File: src/rtl/afu_pkg.sv
`timescale 1ns / 1ps
// ----------------------------------------------------------------------------
// afu_pkg
// Shared types and fixed-point constants of the activation function unit.
// ----------------------------------------------------------------------------
package afu_pkg;

   // Internal Q1.30 format of the exp and sigmoid path
   localparam int IQ = 30;
   localparam logic [30:0] IONE  = 31'h4000_0000;
   localparam logic [29:0] IHALF = 30'h2000_0000;
   localparam logic [29:0] LN2_Q30   = 30'd744261118;
   localparam logic [27:0] FIFTH_Q30 = 28'd214748365;

   // Range reduction: argument clamped to 32, so k never exceeds 46
   localparam int BIG_W  = 36;
   localparam int K_MAX  = 46;
   localparam int K_W    = 6;
   localparam logic [K_W-1:0] K_FLUSH = 6'd40;

   localparam int SERIES_TERMS = 12;
   localparam int DIV_STEPS    = 31;

   localparam int CSR_DATA_W  = 3;
   localparam int CSR_INDEX_W = 1;

   typedef enum logic [2:0] {
      FN_TANH    = 3'd0,
      FN_SIGMOID = 3'd1,
      FN_RELU    = 3'd2,
      FN_ELU     = 3'd3,
      FN_LEAKY   = 3'd4,
      FN_LINEAR  = 3'd5
   } fn_type;

   typedef enum logic [CSR_INDEX_W-1:0] {
      CSR_FUNC  = 1'b0,
      CSR_DERIV = 1'b1
   } csr_type;

   typedef struct packed {
      logic   valid;
      fn_type func;
      logic   deriv;
      logic   neg;
   } ctl_type;

endpackage

File: src/rtl/afu_range_reduce.sv
`timescale 1ns / 1ps
// ----------------------------------------------------------------------------
// afu_range_reduce
// Four stages: sign/magnitude split and clamp, compare against multiples of
// ln2, quotient count, remainder. Gives k and r with t = k*ln2 + r.
// ----------------------------------------------------------------------------
module afu_range_reduce #(
   parameter int DATA_WIDTH = 16,
   parameter int FRAC_BITS  = 12
) (
   input  logic                         clock,
   input  logic                         reset,
   input  logic                         adv,
   input  afu_pkg::ctl_type             in_ctl,
   input  logic signed [DATA_WIDTH-1:0] in_x,
   output afu_pkg::ctl_type             out_ctl,
   output logic [DATA_WIDTH-1:0]        out_mag,
   output logic [afu_pkg::K_W-1:0]      out_k,
   output logic [29:0]                  out_r
);
   localparam int TW = (DATA_WIDTH + 1 > FRAC_BITS + 6) ? DATA_WIDTH + 1 : FRAC_BITS + 6;
   localparam logic [TW-1:0] CAP = TW'(32) << FRAC_BITS;
   localparam logic [afu_pkg::BIG_W-1:0] BIG_CAP = afu_pkg::BIG_W'(1) << 35;

   afu_pkg::ctl_type s1_ctl_in, s1_ctl_ff, s2_ctl_ff, s3_ctl_ff, s4_ctl_ff;
   logic [DATA_WIDTH-1:0] s1_mag_in, s1_mag_ff, s2_mag_ff, s3_mag_ff, s4_mag_ff;
   logic [TW-1:0] t_wide;
   logic [afu_pkg::BIG_W-1:0] s1_big_in, s1_big_ff, s2_big_ff, s3_big_ff;
   logic [afu_pkg::K_MAX-1:0] s2_ge_in, s2_ge_ff;
   logic [afu_pkg::K_W-1:0] s3_k_in, s3_k_ff, s4_k_ff;
   logic [29:0] s4_r_in, s4_r_ff;

   always_comb begin
      s1_ctl_in     = in_ctl;
      s1_ctl_in.neg = in_x[DATA_WIDTH-1];
      s1_mag_in     = in_x[DATA_WIDTH-1] ? DATA_WIDTH'(~in_x + 1'b1) : DATA_WIDTH'(in_x);
      // shifted tanh runs the sigmoid path at twice the argument
      if (in_ctl.func == afu_pkg::FN_TANH) begin
         t_wide = TW'({s1_mag_in, 1'b0});
      end else begin
         t_wide = TW'(s1_mag_in);
      end
      if (t_wide > CAP) begin
         s1_big_in = BIG_CAP;
      end else begin
         s1_big_in = afu_pkg::BIG_W'(t_wide) << (afu_pkg::IQ - FRAC_BITS);
      end
   end

   for (genvar k = 1; k <= afu_pkg::K_MAX; k++) begin : g_thr
      localparam logic [afu_pkg::BIG_W-1:0] THR =
         afu_pkg::BIG_W'(k) * afu_pkg::BIG_W'(afu_pkg::LN2_Q30);
      assign s2_ge_in[k-1] = (s1_big_ff >= THR);
   end

   always_comb begin
      s3_k_in = afu_pkg::K_W'($countones(s2_ge_ff));
      s4_r_in = 30'(s3_big_ff - afu_pkg::BIG_W'(s3_k_ff) * afu_pkg::BIG_W'(afu_pkg::LN2_Q30));
   end

   always_ff @(posedge clock) begin
      if (reset) begin
         s1_ctl_ff <= '0;
         s2_ctl_ff <= '0;
         s3_ctl_ff <= '0;
         s4_ctl_ff <= '0;
      end else if (adv) begin
         s1_ctl_ff <= s1_ctl_in;
         s2_ctl_ff <= s1_ctl_ff;
         s3_ctl_ff <= s2_ctl_ff;
         s4_ctl_ff <= s3_ctl_ff;
      end
   end

   always_ff @(posedge clock) begin
      if (adv) begin
         s1_mag_ff <= s1_mag_in;
         s1_big_ff <= s1_big_in;
         s2_mag_ff <= s1_mag_ff;
         s2_big_ff <= s1_big_ff;
         s2_ge_ff  <= s2_ge_in;
         s3_mag_ff <= s2_mag_ff;
         s3_big_ff <= s2_big_ff;
         s3_k_ff   <= s3_k_in;
         s4_mag_ff <= s3_mag_ff;
         s4_k_ff   <= s3_k_ff;
         s4_r_ff   <= s4_r_in;
      end
   end

   assign out_ctl = s4_ctl_ff;
   assign out_mag = s4_mag_ff;
   assign out_k   = s4_k_ff;
   assign out_r   = s4_r_ff;
endmodule

File: config.mk
export PLATFORM = sky130hd
export DESIGN_NAME = afu_range_reduce
export DESIGN_NICKNAME = d
export VERILOG_FILES = /design/src/rtl/afu_pkg.sv /design/src/rtl/afu_range_reduce.sv
export SDC_FILE = /design/constraint.sdc
export NUM_CORES = 1
export LEC_CHECK = 0
export BUFFER_PORTS_ARGS = -buffer_cell sky130_fd_sc_hd__buf_4
export CAP_MARGIN = 20
export CORE_ASPECT_RATIO = 1.75
export CORE_UTILIZATION = 55
export DETAILED_ROUTE_END_ITERATION = 8
export PLACE_DENSITY = 0.73
export SYNTH_ARGS = -nofsm -noshare
export SYNTH_HDL_FRONTEND = slang
export SYNTH_SLANG_ARGS = --single-unit
File: constraint.sdc
create_clock -name clock -period 11.85 [get_ports clock]
set_clock_uncertainty 0.2 [all_clocks]
set_input_delay 0.5925 -clock clock [delete_from_list [all_inputs] [get_ports clock]]
set_output_delay 0.5925 -clock clock [all_outputs]
set_load 0.05 [all_outputs]
Word-level counts from Yosys, hierarchy flattened

Index checks and enable logic that the tools add are counted.
W data, S select, Z words.

Add/subtract/negate cells: 47
Multipliers: 1
$lt $le $gt $ge: 47
Muxes and demuxes: 2
Bitwise gates (word level): 1
Reduce and logical (&&, ||, !) cells: 1

Operators by type and width:

| cell                    | number |
|---|---|
| $ge A36 B35 Y1 const B  | 23 |
| $ge A36 B34 Y1 const B  | 12 |
| $ge A36 B33 Y1 const B  | 6 |
| $ge A36 B32 Y1 const B  | 3 |
| $add A1 B1 Y2           | 23 |
| $ge A36 B30 Y1 const B  | 1 |
| $ge A36 B31 Y1 const B  | 1 |
| $add A2 B2 Y3           | 11 |
| $sub A30 B30 Y30        | 1 |
| $mul A6 B29 Y29 const B | 1 |
| $add A3 B3 Y4           | 5 |
| $gt A18 B18 Y1 const B  | 1 |
| $mux W17                | 1 |
| $add A16 B1 Y16 const B | 1 |
| $mux W16                | 1 |
| $not A16 Y16            | 1 |
| $add A4 B4 Y5           | 3 |
| $add A5 B5 Y6           | 1 |
| $add A6 B5 Y6           | 1 |
| $add A3 B2 Y4           | 1 |
| $logic_not A3 Y1        | 1 |

Register bits after elaboration: 254
Bits of input ports: 25

Depth between registers and ports, before layout

Gate-level depths: netlist of the first run.

Depth after elaboration: 6
Gate-level depth with buffers: 28
Gate-level depth less buffers: 27

Least setup slack after synthesis of the first run

Ideal clock, no wire load.

Kind: flip-flop to flip-flop
Start: register s3_k_ff[0] in the netlist's numbering
End: register s4_r_ff[29] (netlist: out_r[29]), data pin
Library setup time: 0.260 ns
Arrival: 6.157 ns
Required time: 11.390 ns
Setup slack: 5.233 ns
Cell stages (with the launch flop): 28
Cell sequence: edfxtp_1 > inv_1 > fa_1 > inv_1 > fa_1 > inv_1 > fa_1 > inv_1 > ha_1 > a21o_1 > a21oi_1 > a21oi_1 > or3_1 > o311ai_0 > or2b_1 > nand2_1 > xor2_1 > ha_1 > a21o_1 > a21o_1 > a21o_1 > a21oi_1 > o21ai_0 > nand3b_1 > a41oi_2 > a311oi_2 > xnor2_1 > xnor2_1

Cells in the longest elaborated chain, start to end: 2

Ends and longest elaborated chain:

| what                     | line                   | text |
|---|---|---|
| start: declaration       | afu_range_reduce.sv:30 | `logic [afu_pkg::K_W-1:0] s3_k_in, s3_k_ff, s4_k_ff;` |
| start signal: assignment | afu_range_reduce.sv:84 | `s3_k_ff <= s3_k_in;` |
| $mul A6 B29 Y29          | afu_range_reduce.sv:58 | `s4_r_in = 30'(s3_big_ff - afu_pkg::BIG_W'(s3_k_ff) * afu_pkg::BIG_W'(afu_pkg::LN2_Q30));` |
| $sub A30 B30 Y30         | afu_range_reduce.sv:58 |  |
| via s4_r_in[29]          | afu_range_reduce.sv:31 | `logic [29:0] s4_r_in, s4_r_ff;` |
| end signal: assignment   | afu_range_reduce.sv:87 | `s4_r_ff <= s4_r_in;` |
| end: declaration         | afu_range_reduce.sv:31 |  |

The timed path passes the listed nets, and every way through them passes these cells.
A chain may end at the register's enable or synchronous reset.

Worst setup path after layout of the first run

Same ends and word-level chain as after synthesis.

==> results.py, run 1 <==
metrics = {
    "floorplan": {
        "die_y_um": 204,
        "num_rows": 73,
        "initial_core_util": 0.564,
        "die_w_um": 118,
        "design.die.area_um2": 24000,
        "pin_count": 83,
        "design.core.area_um2": 22800,
    },
    "logic_synthesis": {
        "syn_area_um2": 12900,
        "netlist_instances": 1143,
        "syn_area_per_cell_um2": 11.3,
        "synth_edf_count": 191,
        "ys_warn_count": 0,
        "synth_nets": 1301,
        "yosysSeqAreaShare": 0.483,
        "ys_types": 77,
        "ys_async_sr_fraction": 0,
        "ys_ff_latch": 215,
        "ys.flop_type": "edfxtp_1",
    },
    "detailed_routing": {
        "avgViaCountPerCell": 5.80,
        "wire_per_inst_um": 19.1,
        "drtPass1Iterations": 6,
        "met3_length_um": 1120,
        "met2_length_um": 16900,
        "drt-met1-wl_um": 9490,
        "vias": 8817,
        "drc": 0,
        "antenna_left": 0,
        "wl_um": 29000,
        "highest_layer": "met4",
        "drt_iter0_drc": 511,
    },
    "setup_path": {
        "cp.depth": 27,
        "r2r_end": "out_r[29]$_DFFE_PP_",
        "reg2reg_from": "s3_k_ff[0]$_DFFE_PP_",
        "critPathArrivalTime_ns": 7.72,
        "critPathLaunch": "s3_k_ff[0]$_DFFE_PP_",
        "rrSetupSlack_ns": 4.18,
        "cp-end-kind": "flip-flop",
        "slowest_delay_ns": 0.64,
        "worstPathRequired_ns": 11.90,
        "reg2reg_depth": 27,
        "cp-start-kind": "flip-flop",
        "crit_family": "compound AO/OA/AOI/OAI gates",
        "cp_slowest_cell": "edfxtp_1",
        "path_class": "reg -> reg",
        "crit_end": "out_r[29]$_DFFE_PP_",
        "cp_max_fo": 10,
        "critical_path_buf_inv_count": 4,
    },
    "cts": {
        "cts.sinks": 215,
        "htree_levels": 1,
        "cts_tree": "yes",
        "cts.reportedPaths.clkPinSlew_ns": 0.06,
        "ctsHoldBuffers": 0,
        "cts_root_buffer": "clkbuf_16",
        "postCtsSetupBuffers": 0,
        "cts_resized": 0,
        "clk-insertion-delay-late_ns": 0.51,
        "clockBufferDepth": 3,
        "numCtsBuffers": 21,
    },
    "timing": {
        "slew_violations": 0,
        "maxSlewHeadroom": 0.355,
        "hold_violations": 0,
        "min_period_ns": 7.67,
        "rsz0062_at_grt": "false",
        "final.period_utilization": 0.648,
        "worstMarginPinSlew_ns": 0.968,
        "fmax_ghz": 0.130,
        "setup_viol": 0,
        "setup_tns_ns": 0,
        "setup_ws_ns": 4.18,
    },
    "placement": {
        "pre_cts_slack_ns": 4.18,
        "port_buffers": 80,
        "gp_congestion": 1.05,
        "dpl.hpwl_um": 21800,
    },
    "hold_path": {
        "worstHoldPathType": "in -> reg",
    },
    "grt": {
        "grt_max_degree": 78,
        "antenna_found_initial": 0,
        "grtUsageTotal": 0.251,
        "grt_pass1_wl_um": 47000,
        "grt_pass1_vias": 9300,
        "overflow": 0,
    },
    "final_layout": {
        "diodes": 0,
        "syn2layout_area_growth_pct": 11.8,
        "drive_gt1_frac": 0.116,
        "nNetsFinal": 1365,
        "fillers": 1831,
    },
    "flow_run": {
        "maxCapViolCount": 0,
    },
    "status": {
        "status": "finished clean",
    },
}
==> cell usage in the layout, fill, tap and decap left out, types with 6 or more instances in the layout <==
cell / Yosys / routed
nand3_1: 30 / 30
o211ai_1: 6 / 6
buf_4: 2 / 86
fa_1: 58 / 58
xnor2_1: 39 / 39
nor3_1: 23 / 22
a21o_1: 25 / 25
xor2_1: 27 / 27
mux2i_1: 38 / 38
a31oi_1: 19 / 19
nor2_1: 88 / 88
nand2b_1: 7 / 7
dfxtp_1: 24 / 24
ha_1: 75 / 75
or3_1: 11 / 11
nand4_1: 8 / 8
edfxtp_1: 191 / 191
clkbuf_16: 0 / 23
o31ai_1: 13 / 13
o21ai_0: 57 / 57
nand2_1: 62 / 62
a21oi_1: 58 / 58
nor2b_1: 8 / 8
inv_1: 136 / 136
==> cells in the mapped netlist, types with 8 or more instances <==
cell type | n | area [µm²]
mux2i_1 | 38 | 380
a21o_1 | 25 | 188
nor2_1 | 88 | 330
xor2_1 | 27 | 236
a31oi_1 | 19 | 119
dfxtp_1 | 24 | 480
edfxtp_1 | 191 | 5740
or3_1 | 11 | 68.8
nand4_1 | 8 | 50.1
o31ai_1 | 13 | 97.6
fa_1 | 58 | 1160
nor2b_1 | 8 | 50.1
clkbuf_1 | 34 | 128
nand2_1 | 62 | 233
inv_1 | 136 | 510
a21oi_1 | 58 | 290
nand3_1 | 30 | 150
nor3_1 | 23 | 115
ha_1 | 75 | 938
xnor2_1 | 39 | 342
o21ai_0 | 57 | 285
==> metrics by stage <==
| step | hold slack, ns | utilization | cells | cell area [µm²] |
|---|---|---|---|---|
| 2_1_floorplan | 0.200 | - | 1143 | 12900 |
| 3_3_place_gp | 0.203 | 0.600 | 1484 | 13700 |
| 3_5_place_dp | 0.205 | 0.600 | 1484 | 13700 |
| 4_1_cts | 0.0897 | 0.630 | 1521 | 14400 |
| 5_1_grt | 0.0931 | 0.630 | 1521 | 14400 |
| 6_report | 0.107 | 0.630 | 1521 | 14400 |
==> worst reg2reg max path, cell delays in order, from the launching register on <==
cell and delay [ns]:
edfxtp_1 0.64, inv_1 0.16, fa_1 0.60, inv_1 0.14, fa_1 0.56, inv_1 0.08, fa_1 0.50, inv_1 0.04
ha_1 0.35, a21o_1 0.20, a21oi_1 0.39, a21oi_1 0.18, or3_1 0.38, o311ai_0 0.46, or2b_1 0.30, nand2_1 0.09
xor2_1 0.18, ha_1 0.31, a21o_1 0.19, a21o_1 0.17, a21o_1 0.20, a21oi_1 0.15, o21ai_0 0.16, nand3b_1 0.22
a41oi_2 0.18, a311oi_2 0.08, xnor2_1 0.21, xnor2_1 0.11
==> cells by family (layout without fill, tap and decap cells) <==
family,Yosys count,count (layout),synth area share
simple gates,272,272,0.103
buf+inv,182,260,0.0561
other cells,1,1,0.000291
fa+ha+maj,133,133,0.163
compound gates,236,236,0.120
xor+xnor,66,66,0.0449
flops,215,215,0.483
mux,38,38,0.0296
==> worst min-delay path by stage <==
stage / from / endpoint / slack [ns] / cells past startpoint
after floorplan: s3_mag_ff[0]$_DFFE_PP_ / out_mag[0]$_DFFE_PP_ / 0.20 / 0
after global placement: s3_mag_ff[14]$_DFFE_PP_ / out_mag[14]$_DFFE_PP_ / 0.20 / 0
after detailed placement: s3_mag_ff[1]$_DFFE_PP_ / out_mag[1]$_DFFE_PP_ / 0.20 / 0
after CTS: in_x[0] / s1_mag_ff[0]$_DFFE_PP_ / 0.09 / 1
after global routing: in_x[0] / s1_mag_ff[0]$_DFFE_PP_ / 0.09 / 1
final: in_x[0] / s1_mag_ff[0]$_DFFE_PP_ / 0.11 / 1
==> registers in the layout (all words and copies together), names as in the netlist, 16 cells and up <==
signal	cells
s2_ge_ff	46
out_r	28
s1_big_ff	17
out_mag	16
s1_mag_ff	16
s2_mag_ff	16
s3_mag_ff	16
==> final cells by class <==
cell class              count  area, µm²  area share
repair buffers             87        659      0.0458
inverters                 136        510      0.0355
well taps                 300        375      0.0261
multi-input cells         746       5940       0.412
clock inverters             9        100     0.00695
flip-flops and latches    215       6220       0.432
clock buffers              28        594      0.0413
==> metal layers <==
| layer | global-route usage | vias to the layer above |
|---|---|---|
| li1 | - | 4188 |
| met1 | 0.234 | 4267 |
| met2 | 0.514 | 271 |
| met3 | 0.0282 | 91 |
| met4 | 0.143 | 0 |
| met5 | 0 | - |
Power of run 1 is left out: the tool's default activity adds up to more than one toggle a clock period on the data nets, which glitch-free logic cannot reach.
==> inputs of run 2 (changes only) <==
--- a/config.mk
+++ b/config.mk
@@ -10,7 +10,7 @@
 export CORE_ASPECT_RATIO = 1.75
 export CORE_UTILIZATION = 55
 export DETAILED_ROUTE_END_ITERATION = 8
-export PLACE_DENSITY = 0.73
+export PLACE_DENSITY = 0.76
 export SYNTH_ARGS = -nofsm -noshare
 export SYNTH_HDL_FRONTEND = slang
 export SYNTH_SLANG_ARGS = --single-unit
==> constraint.sdc (replaced) <==
create_clock -name clock -period 6.6 [get_ports clock]
set_clock_uncertainty 0.2 [all_clocks]
set_input_delay 0.33 -clock clock [delete_from_list [all_inputs] [get_ports clock]]
set_output_delay 0.33 -clock clock [all_outputs]
set_load 0.05 [all_outputs]
==> run 2 against run 1 <==
Flip-flop and latch count is the same. Count of clock-buffer cells in the layout down 7. Non-clock buffer count grew 69. Register-to-register slack worse by 3.9 ns. Sequential share of layout area decreased by 1.9 points. Utilization grew 3.0 points. Die area unchanged. Via count rose by 3.8%. Cell area rose by 4.7%. Largest cell class unchanged. Highest routed layer unchanged.
==> results.py, run 2 (synthesized netlist as in run 1, its figures left out) <==
metrics = {
    "status": {
        "status": "finished clean",
    },
    "cts": {
        "clk-insertion-delay-late_ns": 0.52,
        "cts_root_buffer": "clkbuf_16",
        "cts.reportedPaths.clkPinSlew_ns": 0.07,
        "numCtsBuffers": 21,
        "cts.sinks": 215,
        "clockBufferDepth": 3,
        "htree_levels": 1,
        "cts_tree": "yes",
    },
    "timing": {
        "setup_ws_ns": 0.254,
        "hold_violations": 0,
        "rsz0062_at_grt": "false",
        "fmax_ghz": 0.158,
        "worstMarginPinSlew_ns": 1.01,
        "slew_violations": 0,
        "min_period_ns": 6.35,
        "maxSlewHeadroom": 0.324,
        "final.period_utilization": 0.962,
        "setup_viol": 0,
        "setup_tns_ns": 0,
    },
    "floorplan": {
        "pin_count": 83,
        "initial_core_util": 0.564,
        "num_rows": 73,
        "die_y_um": 204,
        "die_w_um": 118,
        "design.die.area_um2": 24000,
        "design.core.area_um2": 22800,
    },
    "detailed_routing": {
        "drt_iter0_drc": 499,
        "wire_per_inst_um": 19.3,
        "vias": 9155,
        "wl_um": 30700,
        "drtPass1Iterations": 5,
        "avgViaCountPerCell": 5.75,
        "antenna_left": 0,
        "drc": 0,
    },
    "hold_path": {
        "worstHoldPathType": "in -> reg",
    },
    "grt": {
        "grt_max_degree": 83,
        "overflow": 0,
        "antenna_found_initial": 0,
        "grt_pass1_wl_um": 48100,
        "grt_pass1_vias": 9511,
        "grtUsageTotal": 0.260,
    },
    "placement": {
        "dpl.hpwl_um": 23000,
        "pre_cts_slack_ns": -0.0766,
        "port_buffers": 80,
        "gp_congestion": 0.956,
    },
    "final_layout": {
        "drive_gt1_frac": 0.160,
        "diodes": 0,
        "final_cell_mix": "edfxtp_1, inv_1, buf_4",
        "nNetsFinal": 1434,
        "largest_reg_flops": 46,
        "final_common_cell": "edfxtp_1",
        "fillers": 1778,
        "regMostFlops": "s2_ge_ff",
        "syn2layout_area_growth_pct": 17.1,
    },
    "flow_run": {
        "maxCapViolCount": 0,
    },
    "setup_path": {
        "cp-end-kind": "flip-flop",
        "path_class": "reg -> reg",
        "worstPathRequired_ns": 6.67,
        "cp_max_fo": 5,
        "cp-start-kind": "flip-flop",
        "critPathArrivalTime_ns": 6.41,
    },
}
run 2: cell types whose count changed in the layout (fill, tap and decap cells not counted), sizes merged:
cell,previous run,this run
clkinvlp,0,4
dlygate4sd3,0,26
inv,137,141
clkbuf,29,22
buf,86,129
run 2: final timing paths:
check | start | end | slack [ns] | cells after the start
setup / recovery | s3_k_ff[2]$_DFFE_PP_ | out_r[29]$_DFFE_PP_ | 0.25 | 27
hold / removal | in_x[1] | s1_mag_ff[3]$_DFFE_PP_ | 0.13 | 4
setup reg to reg | s3_k_ff[2]$_DFFE_PP_ | out_r[29]$_DFFE_PP_ | 0.25 | 27
hold reg to reg | s3_mag_ff[7]$_DFFE_PP_ | out_mag[7]$_DFFE_PP_ | 0.21 | 0
run 2: cell type report:
cell class                      instances  area (µm²)  share of cell area
Clock inverter                         17         164              0.0109
Clock buffer                           21         526              0.0349
Timing Repair Buffer                  156        1240              0.0825
Inverter                              136         510              0.0339
Tap cell                              300         375              0.0249
Multi-Input combinational cell        746        6030               0.400
Sequential cell                       215        6220               0.413
run 2: worst max-delay path, cell delays in order, from the launching register on:
cell      delay (ns)
edfxtp_1        0.34
inv_1           0.06
fa_1            0.59
inv_2           0.09
ha_1            0.28
inv_1           0.05
fa_1            0.49
inv_1           0.07
fa_1            0.49
a211o_1         0.35
a21oi_2         0.19
o211ai_1        0.18
o31ai_2         0.25
nor2_1          0.07
o21a_1          0.21
or2_2           0.31
nand3_1         0.11
xor2_1          0.19
ha_1            0.30
a21o_1          0.17
a21o_1          0.19
a21oi_2         0.12
o21ai_1         0.08
nand3b_1        0.17
a41oi_2         0.18
a311oi_2        0.08
xnor2_1         0.15
xnor2_1         0.14
run 2: layer usage:
metal,vias to the layer above,track usage,share of wire
li1,4325,-,-
met1,4445,0.237,0.33
met2,284,0.531,0.58
met3,101,0.0248,0.033
met4,0,0.169,0.060
met5,-,0,0
run 2: metrics by stage:
step / instances / instance area [µm²] / util / hold WS, ns
finish: 1591 / 15100 / 0.660 / 0.134
detailed placement: 1524 / 14000 / 0.613 / 0.205
global route: 1591 / 15100 / 0.660 / 0.148
floorplan: 1143 / 12900 / - / 0.200
global placement: 1524 / 14000 / 0.613 / 0.200
CTS: 1588 / 15000 / 0.655 / 0.104
run 2: repair_timing:
item,CTS,global route
endpoints found under the hold margin,38,0
endpoints found under the setup margin,1,6
setup buffers,0,3
resized for setup,3,17
hold buffers,26,0
pin swaps,0,12
Power of run 2 is left out for the same reason.
